### src/sv/assert_macros.svh
// ----------------------------------------------------------------------------
// assert_macros.svh
// Assertion shorthands clocked on clk and held off while arst_n is low.
// ----------------------------------------------------------------------------
`ifndef ASSERT_MACROS_SVH
`define ASSERT_MACROS_SVH

// Property that must hold at every clock edge outside reset.
`define ASSERT_ALWAYS(label, prop, msg) \
	label: assert property (@(posedge clk) disable iff (!arst_n) (prop)) else $error(msg);

// Same-cycle implication.
`define ASSERT_IMPL(label, ante, cons, msg) \
	label: assert property (@(posedge clk) disable iff (!arst_n) (ante) |-> (cons)) \
		else $error(msg);

`endif

### src/sv/bplm_pkg.sv
// ----------------------------------------------------------------------------
// bplm_pkg
// Shared types, request and status codes and width helpers for the buffer
// pool list manager.
// ----------------------------------------------------------------------------
package bplm_pkg;

	// Default pool size.
	localparam int BUFFER_COUNT_DEF = 64;

	// Fixed field widths of the request and response.
	localparam int REQ_W    = 3;
	localparam int FIELD_W  = 6;
	localparam int STATUS_W = 2;
	localparam int TAG_W    = 2;

	// Request codes.
	localparam logic [REQ_W-1:0] REQ_GET_FREE  = 3'd0;
	localparam logic [REQ_W-1:0] REQ_GET_READY = 3'd1;
	localparam logic [REQ_W-1:0] REQ_ADD_READY = 3'd2;
	localparam logic [REQ_W-1:0] REQ_PUT_BACK  = 3'd3;
	localparam logic [REQ_W-1:0] REQ_RELEASE   = 3'd4;

	// Response status codes.
	localparam logic [STATUS_W-1:0] ST_DONE     = 2'd0;
	localparam logic [STATUS_W-1:0] ST_EMPTY    = 2'd1;
	localparam logic [STATUS_W-1:0] ST_NOT_BUSY = 2'd2;

	// List membership of one buffer.
	typedef enum logic [TAG_W-1:0] {
		TAG_FREE  = 2'd0,
		TAG_READY = 2'd1,
		TAG_BUSY  = 2'd2
	} tag_t;

	// Commands to the free stack.
	typedef struct packed {
		logic pop;
		logic push;
	} stk_cmd_t;

	// Commands to the ready queue.
	typedef struct packed {
		logic pop;
		logic push_head;
		logic push_tail;
	} que_cmd_t;

	// Width of a buffer index for a pool of n buffers.
	function automatic int idx_w(input int n);
		return (n > 1) ? $clog2(n) : 1;
	endfunction

	// Width of a count that can hold n itself.
	function automatic int cnt_w(input int n);
		return $clog2(n + 1);
	endfunction

endpackage

### src/sv/bplm_ram.sv
// ----------------------------------------------------------------------------
// bplm_ram
// Single-port-write, single-port-read memory with registered read data.
// A read of the address written in the same cycle returns the new data.
// ----------------------------------------------------------------------------
module bplm_ram #(
	parameter int DEPTH = bplm_pkg::BUFFER_COUNT_DEF,
	parameter int WIDTH = bplm_pkg::TAG_W,
	localparam int AW = (DEPTH > 1) ? $clog2(DEPTH) : 1
) (
	input  logic             clk,
	input  logic             wr_en,
	input  logic [AW-1:0]    wr_addr,
	input  logic [WIDTH-1:0] wr_data,
	input  logic             rd_en,
	input  logic [AW-1:0]    rd_addr,
	output logic [WIDTH-1:0] rd_data
);

	logic [WIDTH-1:0] mem_q [DEPTH];

	// Write port, and read port with write-first forwarding.
	always_ff @(posedge clk) begin
		if (wr_en) begin
			mem_q[wr_addr] <= wr_data;
		end
		if (rd_en) begin
			if (wr_en && (wr_addr == rd_addr)) begin
				rd_data <= wr_data;
			end else begin
				rd_data <= mem_q[rd_addr];
			end
		end
	end

endmodule

### src/sv/bplm_free_stack.sv
// ----------------------------------------------------------------------------
// bplm_free_stack
// Free list kept as a stack in memory. The top entry is held in a register
// and the entry below it is read from memory in advance, so a pop or a
// push can happen in every cycle. Positions below the lowest fill level seen
// since reset still hold their reset content and are never read from memory.
// ----------------------------------------------------------------------------
module bplm_free_stack #(
	parameter int BUFFER_COUNT = bplm_pkg::BUFFER_COUNT_DEF,
	localparam int IW = bplm_pkg::idx_w(BUFFER_COUNT),
	localparam int CW = bplm_pkg::cnt_w(BUFFER_COUNT)
) (
	input  logic               clk,
	input  logic               arst_n,
	input  bplm_pkg::stk_cmd_t cmd,
	input  logic [IW-1:0]      push_data,
	output logic [IW-1:0]      top,
	output logic [CW-1:0]      count,
	output logic [CW-1:0]      low_mark_next
);

	import bplm_pkg::*;

	localparam logic [IW-1:0] MAX_IDX = IW'(BUFFER_COUNT - 1);
	localparam logic [IW-1:0] POS_RST = IW'((BUFFER_COUNT > 1) ? BUFFER_COUNT - 2 : 0);

	logic [CW-1:0] count_q;
	logic [CW-1:0] count_d;
	logic [CW-1:0] low_q;
	logic [CW-1:0] low_d;
	logic [CW-1:0] sec_pos;
	logic [IW-1:0] top_q;
	logic [IW-1:0] top_d;
	logic [IW-1:0] rd_pos_q;
	logic [IW-1:0] ram_rd;
	logic [IW-1:0] sec_val;
	logic          init_q;
	logic          init_d;

	// Next fill level, low-water mark and the position below the new top.
	always_comb begin
		count_d = count_q;
		if (cmd.pop) begin
			count_d = count_q - CW'(1);
		end else if (cmd.push) begin
			count_d = count_q + CW'(1);
		end
		low_d   = (count_d < low_q) ? count_d : low_q;
		sec_pos = count_d - CW'(2);
		init_d  = (sec_pos < low_d);
	end

	// Entry below the top: reset content where it was never overwritten.
	assign sec_val = init_q ? (MAX_IDX - rd_pos_q) : ram_rd;

	// Next top of stack.
	always_comb begin
		top_d = top_q;
		if (cmd.pop) begin
			top_d = sec_val;
		end else if (cmd.push) begin
			top_d = push_data;
		end
	end

	bplm_ram #(
		.DEPTH (BUFFER_COUNT),
		.WIDTH (IW)
	) u_ram (
		.clk     (clk),
		.wr_en   (cmd.push),
		.wr_addr (count_q[IW-1:0]),
		.wr_data (push_data),
		.rd_en   (1'b1),
		.rd_addr (sec_pos[IW-1:0]),
		.rd_data (ram_rd)
	);

	// Stack pointer, low-water mark and cached top.
	always_ff @(posedge clk or negedge arst_n) begin
		if (!arst_n) begin
			count_q  <= CW'(BUFFER_COUNT);
			low_q    <= CW'(BUFFER_COUNT);
			top_q    <= '0;
			rd_pos_q <= POS_RST;
			init_q   <= 1'b1;
		end else begin
			count_q  <= count_d;
			low_q    <= low_d;
			top_q    <= top_d;
			rd_pos_q <= sec_pos[IW-1:0];
			init_q   <= init_d;
		end
	end

	assign top           = top_q;
	assign count         = count_q;
	assign low_mark_next = low_d;

endmodule

### src/sv/bplm_ready_queue.sv
// ----------------------------------------------------------------------------
// bplm_ready_queue
// Ready list kept as a circular double-ended queue in memory. The head entry
// is held in a register and the entry after it is read in advance, so a
// pop or a push at either end can happen in every cycle.
// ----------------------------------------------------------------------------
module bplm_ready_queue #(
	parameter int BUFFER_COUNT = bplm_pkg::BUFFER_COUNT_DEF,
	localparam int IW = bplm_pkg::idx_w(BUFFER_COUNT),
	localparam int CW = bplm_pkg::cnt_w(BUFFER_COUNT)
) (
	input  logic               clk,
	input  logic               arst_n,
	input  bplm_pkg::que_cmd_t cmd,
	input  logic [IW-1:0]      push_data,
	output logic [IW-1:0]      head,
	output logic [CW-1:0]      count
);

	import bplm_pkg::*;

	localparam int SW = CW + 1;
	localparam logic [IW-1:0] LAST = IW'(BUFFER_COUNT - 1);

	logic [IW-1:0] hp_q;
	logic [IW-1:0] hp_d;
	logic [IW-1:0] hp_dec;
	logic [IW-1:0] head_q;
	logic [IW-1:0] head_d;
	logic [IW-1:0] wr_addr;
	logic [IW-1:0] rd_addr;
	logic [IW-1:0] tail_pos;
	logic [IW-1:0] ram_rd;
	logic [CW-1:0] cnt_q;
	logic [CW-1:0] cnt_d;
	logic [SW-1:0] tail_sum;
	logic          wr_en;

	// Slot before the head and slot after the tail, both modulo the pool size.
	always_comb begin
		hp_dec   = (hp_q == '0) ? LAST : (hp_q - IW'(1));
		tail_sum = SW'(hp_q) + SW'(cnt_q);
		if (tail_sum >= SW'(BUFFER_COUNT)) begin
			tail_pos = IW'(tail_sum - SW'(BUFFER_COUNT));
		end else begin
			tail_pos = IW'(tail_sum);
		end
	end

	// Pointer, count and head updates.
	always_comb begin
		hp_d    = hp_q;
		head_d  = head_q;
		cnt_d   = cnt_q;
		wr_addr = tail_pos;
		wr_en   = cmd.push_head || cmd.push_tail;
		if (cmd.pop) begin
			hp_d   = (hp_q == LAST) ? '0 : (hp_q + IW'(1));
			head_d = ram_rd;
			cnt_d  = cnt_q - CW'(1);
		end else if (cmd.push_head) begin
			hp_d    = hp_dec;
			head_d  = push_data;
			wr_addr = hp_dec;
			cnt_d   = cnt_q + CW'(1);
		end else if (cmd.push_tail) begin
			if (cnt_q == '0) begin
				head_d = push_data;
			end
			cnt_d = cnt_q + CW'(1);
		end
		rd_addr = (hp_d == LAST) ? '0 : (hp_d + IW'(1));
	end

	bplm_ram #(
		.DEPTH (BUFFER_COUNT),
		.WIDTH (IW)
	) u_ram (
		.clk     (clk),
		.wr_en   (wr_en),
		.wr_addr (wr_addr),
		.wr_data (push_data),
		.rd_en   (1'b1),
		.rd_addr (rd_addr),
		.rd_data (ram_rd)
	);

	// Queue pointers.
	always_ff @(posedge clk or negedge arst_n) begin
		if (!arst_n) begin
			hp_q  <= '0;
			cnt_q <= '0;
		end else begin
			hp_q  <= hp_d;
			cnt_q <= cnt_d;
		end
	end

	// Cached head entry; only meaningful while the queue holds entries.
	always_ff @(posedge clk) begin
		head_q <= head_d;
	end

	assign head  = head_q;
	assign count = cnt_q;

endmodule

### src/sv/buffer_pool_list_manager.sv
// ----------------------------------------------------------------------------
// buffer_pool_list_manager
// Hands out and takes back buffer indices of a fixed pool kept on a free
// list, a ready list and a busy set.
//
// Request channel (req_valid, req_stall): req_type, buffer_index and
// buffer_is_empty. Response channel (rsp_valid, rsp_stall): status and
// granted_index, one response per request, in request order.
// A taken request is decoded from the request register, and its response is
// then registered in the response register, which presents it.
// One request per cycle is sustained while rsp_stall is low; the limit is the
// single read and write port of each list and membership tag memory.
// Reset empties the pipeline and puts every buffer on the free list in index
// order, so that get free hands out 0, 1, 2 and so on. No clearing pass runs.
// While rsp_stall is high the response register holds; the request stage
// still takes one request, then req_stall rises until the response moves.
// ----------------------------------------------------------------------------
`include "assert_macros.svh"

module buffer_pool_list_manager #(
	parameter int BUFFER_COUNT = bplm_pkg::BUFFER_COUNT_DEF
) (
	input  logic                          clk,
	input  logic                          arst_n,
	input  logic                          req_valid,
	output logic                          req_stall,
	input  logic [bplm_pkg::REQ_W-1:0]    req_type,
	input  logic [bplm_pkg::FIELD_W-1:0]  buffer_index,
	input  logic                          buffer_is_empty,
	output logic                          rsp_valid,
	input  logic                          rsp_stall,
	output logic [bplm_pkg::STATUS_W-1:0] status,
	output logic [bplm_pkg::FIELD_W-1:0]  granted_index
);

	import bplm_pkg::*;

	localparam int IW = idx_w(BUFFER_COUNT);
	localparam int CW = cnt_w(BUFFER_COUNT);

	// Request stage.
	logic                v_s1;
	logic [REQ_W-1:0]    req_s1;
	logic [IW-1:0]       idx_s1;
	logic                oor_s1;
	logic                empty_s1;
	logic                fresh_s1;

	// Response stage.
	logic                v_s2;
	logic [STATUS_W-1:0] status_s2;
	logic [FIELD_W-1:0]  grant_s2;

	logic                accept;
	logic                adv;
	logic [IW-1:0]       tag_raddr;
	logic [TAG_W-1:0]    tag_rd;
	logic [TAG_W-1:0]    tag_eff;
	logic                fresh_d;
	logic                busy;
	logic                tag_we;
	logic [IW-1:0]       tag_waddr;
	logic [TAG_W-1:0]    tag_wdata;
	logic [STATUS_W-1:0] status_d;
	logic [FIELD_W-1:0]  grant_d;
	stk_cmd_t            stk_cmd;
	que_cmd_t            que_cmd;
	logic [IW-1:0]       free_top;
	logic [CW-1:0]       free_cnt;
	logic [CW-1:0]       low_next;
	logic [IW-1:0]       rdy_head;
	logic [CW-1:0]       rdy_cnt;

	// Handshake: the request stage moves on whenever the response register
	// is empty or being read out.
	assign adv       = v_s1 && (!v_s2 || !rsp_stall);
	assign req_stall = v_s1 && !adv;
	assign accept    = req_valid && !req_stall;

	// Membership tag lookup, issued as the request is taken. A buffer whose
	// index is at least the pool size less the free stack's low-water mark
	// has never left the free list, so its tag is free without reading memory.
	assign tag_raddr = IW'(buffer_index);
	assign fresh_d   = CW'(tag_raddr) < (CW'(BUFFER_COUNT) - low_next);

	bplm_ram #(
		.DEPTH (BUFFER_COUNT),
		.WIDTH (TAG_W)
	) u_tag_ram (
		.clk     (clk),
		.wr_en   (tag_we),
		.wr_addr (tag_waddr),
		.wr_data (tag_wdata),
		.rd_en   (accept),
		.rd_addr (tag_raddr),
		.rd_data (tag_rd)
	);

	// Request register.
	always_ff @(posedge clk or negedge arst_n) begin
		if (!arst_n) begin
			v_s1 <= 1'b0;
		end else if (accept) begin
			v_s1 <= 1'b1;
		end else if (adv) begin
			v_s1 <= 1'b0;
		end
	end

	always_ff @(posedge clk) begin
		if (accept) begin
			req_s1   <= req_type;
			idx_s1   <= tag_raddr;
			oor_s1   <= (32'(buffer_index) >= 32'(BUFFER_COUNT));
			empty_s1 <= buffer_is_empty;
			fresh_s1 <= fresh_d;
		end
	end

	assign tag_eff = fresh_s1 ? tag_rd : TAG_FREE;
	assign busy    = !oor_s1 && (tag_eff == TAG_BUSY);

	// Request decode: list moves, tag update and response.
	always_comb begin
		stk_cmd   = '0;
		que_cmd   = '0;
		tag_we    = 1'b0;
		tag_waddr = idx_s1;
		tag_wdata = TAG_BUSY;
		status_d  = ST_DONE;
		grant_d   = '0;
		case (req_s1)
			REQ_GET_FREE: begin
				if (free_cnt != '0) begin
					stk_cmd.pop = 1'b1;
					tag_we      = 1'b1;
					tag_waddr   = free_top;
					grant_d     = FIELD_W'(free_top);
				end else begin
					status_d = ST_EMPTY;
				end
			end
			REQ_GET_READY: begin
				if (rdy_cnt != '0) begin
					que_cmd.pop = 1'b1;
					tag_we      = 1'b1;
					tag_waddr   = rdy_head;
					grant_d     = FIELD_W'(rdy_head);
				end else begin
					status_d = ST_EMPTY;
				end
			end
			REQ_ADD_READY: begin
				if (busy) begin
					que_cmd.push_tail = 1'b1;
					tag_we            = 1'b1;
					tag_wdata         = TAG_READY;
				end else begin
					status_d = ST_NOT_BUSY;
				end
			end
			REQ_PUT_BACK: begin
				if (!busy) begin
					status_d = ST_NOT_BUSY;
				end else if (empty_s1) begin
					stk_cmd.push = 1'b1;
					tag_we       = 1'b1;
					tag_wdata    = TAG_FREE;
				end else begin
					que_cmd.push_head = 1'b1;
					tag_we            = 1'b1;
					tag_wdata         = TAG_READY;
				end
			end
			REQ_RELEASE: begin
				if (busy) begin
					stk_cmd.push = 1'b1;
					tag_we       = 1'b1;
					tag_wdata    = TAG_FREE;
				end else begin
					status_d = ST_NOT_BUSY;
				end
			end
			default: begin
				status_d = ST_DONE;
			end
		endcase
		if (!adv) begin
			stk_cmd = '0;
			que_cmd = '0;
			tag_we  = 1'b0;
		end
	end

	bplm_free_stack #(
		.BUFFER_COUNT (BUFFER_COUNT)
	) u_free_stack (
		.clk           (clk),
		.arst_n        (arst_n),
		.cmd           (stk_cmd),
		.push_data     (idx_s1),
		.top           (free_top),
		.count         (free_cnt),
		.low_mark_next (low_next)
	);

	bplm_ready_queue #(
		.BUFFER_COUNT (BUFFER_COUNT)
	) u_ready_queue (
		.clk       (clk),
		.arst_n    (arst_n),
		.cmd       (que_cmd),
		.push_data (idx_s1),
		.head      (rdy_head),
		.count     (rdy_cnt)
	);

	// Response register.
	always_ff @(posedge clk or negedge arst_n) begin
		if (!arst_n) begin
			v_s2 <= 1'b0;
		end else if (adv) begin
			v_s2 <= 1'b1;
		end else if (!rsp_stall) begin
			v_s2 <= 1'b0;
		end
	end

	always_ff @(posedge clk) begin
		if (adv) begin
			status_s2 <= status_d;
			grant_s2  <= grant_d;
		end
	end

	assign rsp_valid     = v_s2;
	assign status        = status_s2;
	assign granted_index = grant_s2;

	// The free and ready lists together never hold more than the pool.
	`ASSERT_ALWAYS(a_pool_bound, (32'(free_cnt) + 32'(rdy_cnt)) <= 32'(BUFFER_COUNT), "pool over")
	// A pop of the ready queue only happens while it holds entries.
	`ASSERT_IMPL(a_ready_pop_live, que_cmd.pop, rdy_cnt != '0, "ready queue underflow")
	// A push onto the free stack never overflows the pool.
	`ASSERT_IMPL(a_free_push_room, stk_cmd.push, free_cnt < CW'(BUFFER_COUNT), "free overflow")
	// Only a successful get hands out a nonzero index.
	`ASSERT_IMPL(a_grant_zero, rsp_valid && (status != ST_DONE), granted_index == '0, "bad grant")

endmodule

### config.mk
export PLATFORM = sky130hd
export DESIGN_NAME = buffer_pool_list_manager
export DESIGN_NICKNAME = d
export VERILOG_FILES = /design/src/sv/bplm_pkg.sv /design/src/sv/bplm_ram.sv /design/src/sv/bplm_free_stack.sv /design/src/sv/bplm_ready_queue.sv /design/src/sv/buffer_pool_list_manager.sv
export VERILOG_INCLUDE_DIRS = /design/src /design/src/sv
export SDC_FILE = /design/constraint.sdc
export NUM_CORES = 1
export LEC_CHECK = 0
export BUFFER_PORTS_ARGS = -buffer_cell sky130_fd_sc_hd__buf_4
export CORE_UTILIZATION = 63
export CTS_CLUSTER_SIZE = 16
export DETAILED_ROUTE_END_ITERATION = 6
export PLACE_DENSITY = 0.79
export SLEW_MARGIN = 5
export SYNTH_ARGS = -nofsm -noshare
export SYNTH_HDL_FRONTEND = slang
export SYNTH_SLANG_ARGS = --single-unit
### constraint.sdc
create_clock -name clk -period 6.8 [get_ports clk]
set_input_delay 0.34 -clock clk [delete_from_list [all_inputs] [get_ports clk]]
set_output_delay 0.34 -clock clk [all_outputs]
set_load 0.005 [all_outputs]
Yosys cells after proc, flatten, opt, wreduce, memory -nomap -nowiden --
Memories as Yosys holds them, arrays and structs flattened. A register that Yosys moved wholly into a read port is not among the register bits. Index checks and enable logic that the tools add are counted.
Operators by class: add/subtract/negate cells 12, magnitude comparators 4, equality and inequality tests 8, muxes and demuxes 62, reductions and logical operators 20
Operators by type and width (count):
- 6-bit 2-to-1 mux | 19
- 7-bit 2-to-1 mux | 6
- 1-bit 2-to-1 mux | 25
- 6-bit one-hot mux with 2 select lines | 2
- 7-bit by 1-bit adder with 7-bit output (second input constant) | 2
- 7-bit < comparator | 2
- 7-bit nonzero test | 2
- 7-bit by 1-bit subtractor with 7-bit output (second input constant) | 2
- 6-bit by 1-bit adder with 6-bit output (second input constant) | 2
- 6-bit equality test (second input constant) | 2
- 2-bit one-hot mux with 3 select lines | 2
- 6-bit by 1-bit subtractor with 6-bit output (second input constant) | 2
- 2-bit 2-to-1 mux | 5
- 6-bit by 7-bit adder with 8-bit output | 1
- 8-bit by 7-bit greater-or-equal comparator with 1-bit output (second input constant) | 1
- 7-bit zero test | 1
- 6-bit by 7-bit < comparator with 1-bit output | 1
- 7-bit by 2-bit subtractor with 7-bit output (second input constant) | 1
- 7-bit subtractor (first input constant) | 1
- 3-bit by 2-bit equality test with 1-bit output (second input constant) | 2
- 6-bit zero test | 1
- 3-bit nonzero test | 2
- 6-bit subtractor (first input constant) | 1
- 1-bit zero test | 4
- 13 further kinds | 17
Word-level totals: register bits after elaboration 67, bits in writable memories 896, word-level logic and storage cells 125, memories kept 3
Memories:
- u_free_stack.u_ram.mem_q | depth 64, width 6, rd ports 1, clocked after memory_dff 1, wr ports 1, RTL line bplm_ram.sv:20 | logic [WIDTH-1:0] mem_q [DEPTH];
- u_ready_queue.u_ram.mem_q | depth 64, width 6, rd ports 1, clocked after memory_dff 1, wr ports 1, RTL line bplm_ram.sv:20
- u_tag_ram.mem_q | depth 64, width 2, rd ports 1, clocked after memory_dff 1, wr ports 1, RTL line bplm_ram.sv:20

Longest topological paths before layout --
word-level depth 11, depth in mapped cells 22, mapped depth without buffers 20

Modules after synthesis --
From an unflattened synthesis, not the netlist that was laid out.
Second synthesis, totals: cells, all modules 2429, area total of the unflattened synthesis 41202.0 um^2
By module, submodules not included:
- bplm_ram (u_free_stack.u_ram ...) | times used 2, cells an instance 818, area each 15544.9 um^2, sequential area each 11711.2 um^2
- bplm_ram (u_tag_ram) | times used 1, cells an instance 354, area each 5555.3 um^2, sequential area each 3903.7 um^2
- bplm_free_stack | times used 1, cells an instance 157, area each 1696.6 um^2, sequential area each 660.6 um^2
- bplm_ready_queue | times used 1, cells an instance 183, area each 1667.8 um^2, sequential area each 505.5 um^2
- buffer_pool_list_manager | times used 1, cells an instance 99, area each 1192.4 um^2, sequential area each 620.6 um^2

Worst setup path after synthesis --
No wires, ideal clock.
kind register to register, from reg u_tag_ram.rd_data[0] (read register of u_tag_ram.mem_q), to mem u_ready_queue.u_ram.mem_q[33][0] (netlist bit), enable pin, library setup time 350 ps, arrival time 4743 ps, data required time 6450 ps, setup slack 1707 ps, cell stages (with the launch flop) 7, path buffers 0, clock period less this slack 5093 ps, path through edfxtp_1 nand3b_1 a211oi_1 nand2_1 nor2b_1 nand2_1 nor2_1
Between the ends: cells in the longest elaborated chain, start to end 8, elaborated cells on any way between the ends 12, those cells by class eq/ne (1); mux (10); reduce/logical (1)
RTL lines:
- from (decl) | RTL line bplm_ram.sv:17 | output logic [WIDTH-1:0] rd_data
- 2-bit 2-to-1 mux (*) | RTL line buffer_pool_list_manager.sv:120 | assign tag_eff = fresh_s1 ? tag_rd : TAG_FREE;
- 2-bit equality test (*) | RTL line buffer_pool_list_manager.sv:121 | assign busy = !oor_s1 && (tag_eff == TAG_BUSY);
- 1-bit 2-to-1 mux (on tied branches) | RTL line buffer_pool_list_manager.sv:163, buffer_pool_list_manager.sv:154
- 1-bit 2-to-1 mux | RTL line buffer_pool_list_manager.sv:132 | case (req_s1)
- 3-bit 2-to-1 mux (*) | RTL line buffer_pool_list_manager.sv:188 | if (!adv) begin
- 1-bit logical OR | RTL line bplm_ready_queue.sv:56 | wr_en = cmd.push_head || cmd.push_tail;
- 1-bit 2-to-1 mux | RTL line bplm_ram.sv:24 | if (wr_en) begin
- 1-bit 2-to-1 mux (not written as such) | RTL line bplm_ram.sv:25 | mem_q[wr_addr] <= wr_data;
- to (decl) | RTL line bplm_ram.sv:20
Every way passes the cells marked *; elsewhere a longest branch is shown, timed or not.

Final worst setup path --
from reg u_free_stack.count_q[0], in the netlist u_free_stack.count[0], to reg u_free_stack.u_ram.rd_data[0] (read register of u_free_stack.u_ram.mem_q)
Between the ends: cells in the longest elaborated chain, start to end 6, elaborated cells on any way between the ends 9, those cells by class add/sub (3); mux (5); reduce/logical (1)
RTL lines:
- from (decl) | RTL line bplm_free_stack.sv:27 | logic [CW-1:0] count_q;
- from (signal assigned) | RTL line bplm_free_stack.sv:82 | count_q <= CW'(BUFFER_COUNT);
- from (signal assigned) | RTL line bplm_free_stack.sv:88 | count_q <= count_d;
- branches (longest 4 deep; another with 7-bit by 1-bit adder with 7-bit output)
- 7-bit 2-to-1 mux (*) | RTL line bplm_free_stack.sv:43 | if (cmd.pop) begin
- net u_free_stack.count_d[1] | RTL line bplm_free_stack.sv:28 | logic [CW-1:0] count_d;
- 7-bit by 2-bit subtractor with 7-bit output (*) | RTL line bplm_free_stack.sv:49 | sec_pos = count_d - CW'(2);
- net u_free_stack.sec_pos[1] | RTL line bplm_free_stack.sv:31 | logic [CW-1:0] sec_pos;
- to (decl) | RTL line bplm_ram.sv:17
Mark *: on every way through the listed nets, which the timed path passes. A chain may end at the register's enable or synchronous reset.

==> metrics.txt <==
status finished clean; Area Overhead vs Synth 10.4%; XOR/XNOR Fraction of Synth Area 0.00959; CP required about 7.3 ns; Comb power frac 0.341; ratio of cells with drive above 1 in the final layout 0.152; Post-CTS Setup Bufs 0; Crit Path Max Fanout 103; post-DP HPWL about 54000 um; YS warnings 0; die area roughly 64000 um2; period utilisation layout 0.898; register clock-pin slew on the reported worst setup and hold paths about 0.060 ns; root buffer selected by CTS clkbuf_16; CP arrival around 6.6 ns; CP Cell Sequence inv_1 > ha_1 > nor3b_2 > a211o_1 > a21oi_1 > a21oi_2 > inv_2 > ha_1 > xnor3_4 > inv_8 > buf_12 > mux2i_1 > o22ai_1 > or4_1 > nor4_1 > nor4_1; most frequent cells in the layout edfxtp_1 (923), nand2_1 (289), nor2_1 (248); Net Switching 6430 uW; # fillers 3719; Routed WL per cell 27.1 um; Final Skew between 0.03 and 0.04 ns; Slew HR 0.159; total of max-cap violations 0; Clk pwr share 0.277; number of synthesized flops with an enable pin between 900 and 1000; Yosys top cell area share 0.697; largest family of logic cells by synthesized area multiplexers; cell taking the most area after synthesis edfxtp_1; Worst Max-Slew Pin Slew 1.26 ns; Num Clock Sinks roughly 980; CTS max path bufs 3; post-route ant nets 0; setup TNS 0 ns; CTS tree built; Cell Rows between 90 and 100; Sw Ratio 0.345; Worst Hold Class in -> reg; worst-skew pair later-pin latency roughly 0.66 ns; Leakage ~0.014 uW; register area 29000 um2; hold slack final roughly 0.065 ns; Post-Syn Instances approximately 2400; most common flop cell mapped by yosys edfxtp_1; fmax between 0.15 and 0.2 GHz; DRC 0; mux share of post-synthesis cell area 0.122; sequential share of power 0.382; Die X approximately 250 um; RSZ-0062 raised after global routing false; Vias about 22000; Resized Gates After CTS 0; dpl cell area 40800 um2; area of the multi-input gates a little over 10000 um2; Final Cell Area 43900 um2; Async SR Flop Fraction 0.0420; RD Place Congestion approximately 0.86; final hold viol count 0; Final #Nets roughly 2500; most common cell after layout, fill and taps aside edfxtp_1; P_int roughly 12000 uW; antenna cells 0; Slew Limit Fails 0; vias in the first global route between 20000 and 25000; post-synthesis average cell area ~17 um2; simple-gate share of the synthesized area 0.0732; final setup fails 0; CP Buf/Inv Count 4; Pre-Repair DR Iteration Count 6; initial antenna violation count 1; H-tree Lvls 3; starting density of the core 0.641; Mapped Nets around 2500; Slowest-stage cell, CP or4_1; Setup crit start kind flip-flop; Synth Area in Compound Gates 0.0407; CTS Hold Bufs 9; GRT Util Overall 0.291; first-pass GRT wire length 137000 um; Largest stage delay, worst path ~0.63 ns; post-synthesis sequential area ratio 0.729; Area contributors post-synth edfxtp_1 (70%), mux4_2 (9.5%), nand2_1 (2.7%); FF+latch count, synth 976; Final min period roughly 6.1 ns; CTS Buf Count 94; number of port buffers 23; Pwr per Cell Area between 400 and 500 nW/um2; worst setup margin just under 0.7 ns; die height between 200 and 300 um; synthesized area roughly 40000 um2; Top delay family on crit path simple AND/OR/NAND/NOR gates; Final Util 0.708; GR Overflow Total 0; Core ar. roughly 62000 um2; vias per std cell ~6.6; largest net degree at the start of global routing 104; CP Class reg -> reg; Distinct cells, synth just under 70; Adder-Cell Fraction of Synth Area 0.0114; Starting DRT DRC Count 2850; IO Pins 24; Worst VDD drop approximately 0.5 mV; post-place setup slack slightly above 0.8 ns; Total Routed Length between 90000 and 100000 um; crit path capture type flip-flop
==> power groups by stage <==
stage          Clock [uW]  Combinational [uW]  Sequential [uW]
2_1_floorplan           0                4600             7040
3_3_place_gp            0                6000             7210
3_5_place_dp            0                6160             7220
4_1_cts              5180                6250             7100
5_1_grt              5390                6750             7120
6_report             5160                6340             7100
==> final timing paths <==
check / start / endpoint / slack, ns / cells past startpoint
worst max-delay path: u_free_stack.count[0]$_DFF_PN0_ / u_free_stack.u_ram.rd_data[0]$_DFF_P_ / 0.70 / 16
worst min-delay path: buffer_index[2] / idx_s1[2]$_DFFE_PP_ / 0.06 / 1
worst max register to register: u_free_stack.count[0]$_DFF_PN0_ / u_free_stack.u_ram.rd_data[0]$_DFF_P_ / 0.70 / 16
worst min register to register: u_ready_queue.count[6]$_DFFE_PN0P_ / u_ready_queue.count[6]$_DFFE_PN0P_ / 0.47 / 1
max in group asynchronous: arst_n / u_free_stack.top[2]$_DFFE_PN0P_ / 6.11 / 2
min in group asynchronous: arst_n / v_s1$_DFFE_PN0P_ / 0.25 / 2
==> metal layers <==
layer	track usage	vias to the layer above	wire [um]
li1	-	9440	-
met1	0.391	11200	34000
met2	0.482	1360	45900
met3	0.0481	242	8030
met4	0.114	2	3320
met5	0	-	13
==> registers in the layout, summed over array words and instances (netlist names), 2 cells and up, named ones only <==
signal                      count
u_free_stack.u_ram.mem_q      384
u_ready_queue.u_ram.mem_q     384
u_tag_ram.mem_q               128
u_free_stack.count              7
u_free_stack.low_q              7
u_ready_queue.count             7
granted_index                   6
idx_s1                          6
u_free_stack.top                6
u_free_stack.u_ram.rd_data      6
u_ready_queue.head              6
u_ready_queue.hp_q              6
u_free_stack.rd_pos_q           5
req_s1                          3
status                          2
u_tag_ram.rd_data               2
==> final cells by class <==
class,instances,share of cell area
flip-flops and latches,976,0.660
inverters,36,0.00325
repair buffers,60,0.0113
well taps,837,0.0238
clock inverters,47,0.0105
multi-input cells,1287,0.233
clock buffers,121,0.0582
==> worst register-to-register path: cells and delay by family, from the launching register on <==
kind,cells,cell delay (ns)
AO/OA/AOI/OAI,4,1.25
flip-flops,1,0.48
multiplexers,1,0.24
buffers and inverters,4,1.41
adder cells (fa/ha/maj),2,0.52
XOR/XNOR,1,0.49
AND/OR/NAND/NOR,4,1.61
==> logic make-up after synthesis <==
kind of cell,count (synthesis)
compound gates,264
flops,976
fa+ha+maj,35
simple gates,674
mux,273
xor+xnor,41
buf+inv,146
==> synth_stat cells (3+ instances only) <==
master	instances
a21boi_0	4
a21o_1	17
a21oi_1	136
a21oi_2	4
a22o_1	6
a31oi_1	8
and2_1	3
and3_1	3
buf_1	21
buf_2	23
clkbuf_1	64
dfrtp_1	33
dfstp_2	8
dfxtp_1	12
edfxtp_1	923
ha_1	33
inv_1	32
inv_2	4
mux2i_1	101
mux4_2	168
nand2_1	289
nand2b_1	5
nand3_1	27
nand4_1	8
nor2_1	248
nor2b_1	6
nor3_1	7
nor4_1	31
o21a_1	7
o21ai_0	12
o21bai_1	3
o22ai_1	48
or3_1	3
or4_1	27
xnor2_1	25
xor2_1	14
==> through the flow <==
| step | std cells | power (uW) |
|---|---|---|
| final | 3364 | 18600 |
| after global routing | 3364 | 19300 |
| after CTS | 3364 | 18500 |
| after detailed placement | 3187 | 13400 |
| after global placement | 3187 | 13200 |
| after floorplan | 2409 | 11600 |
(Power assumes the default switching activity.)
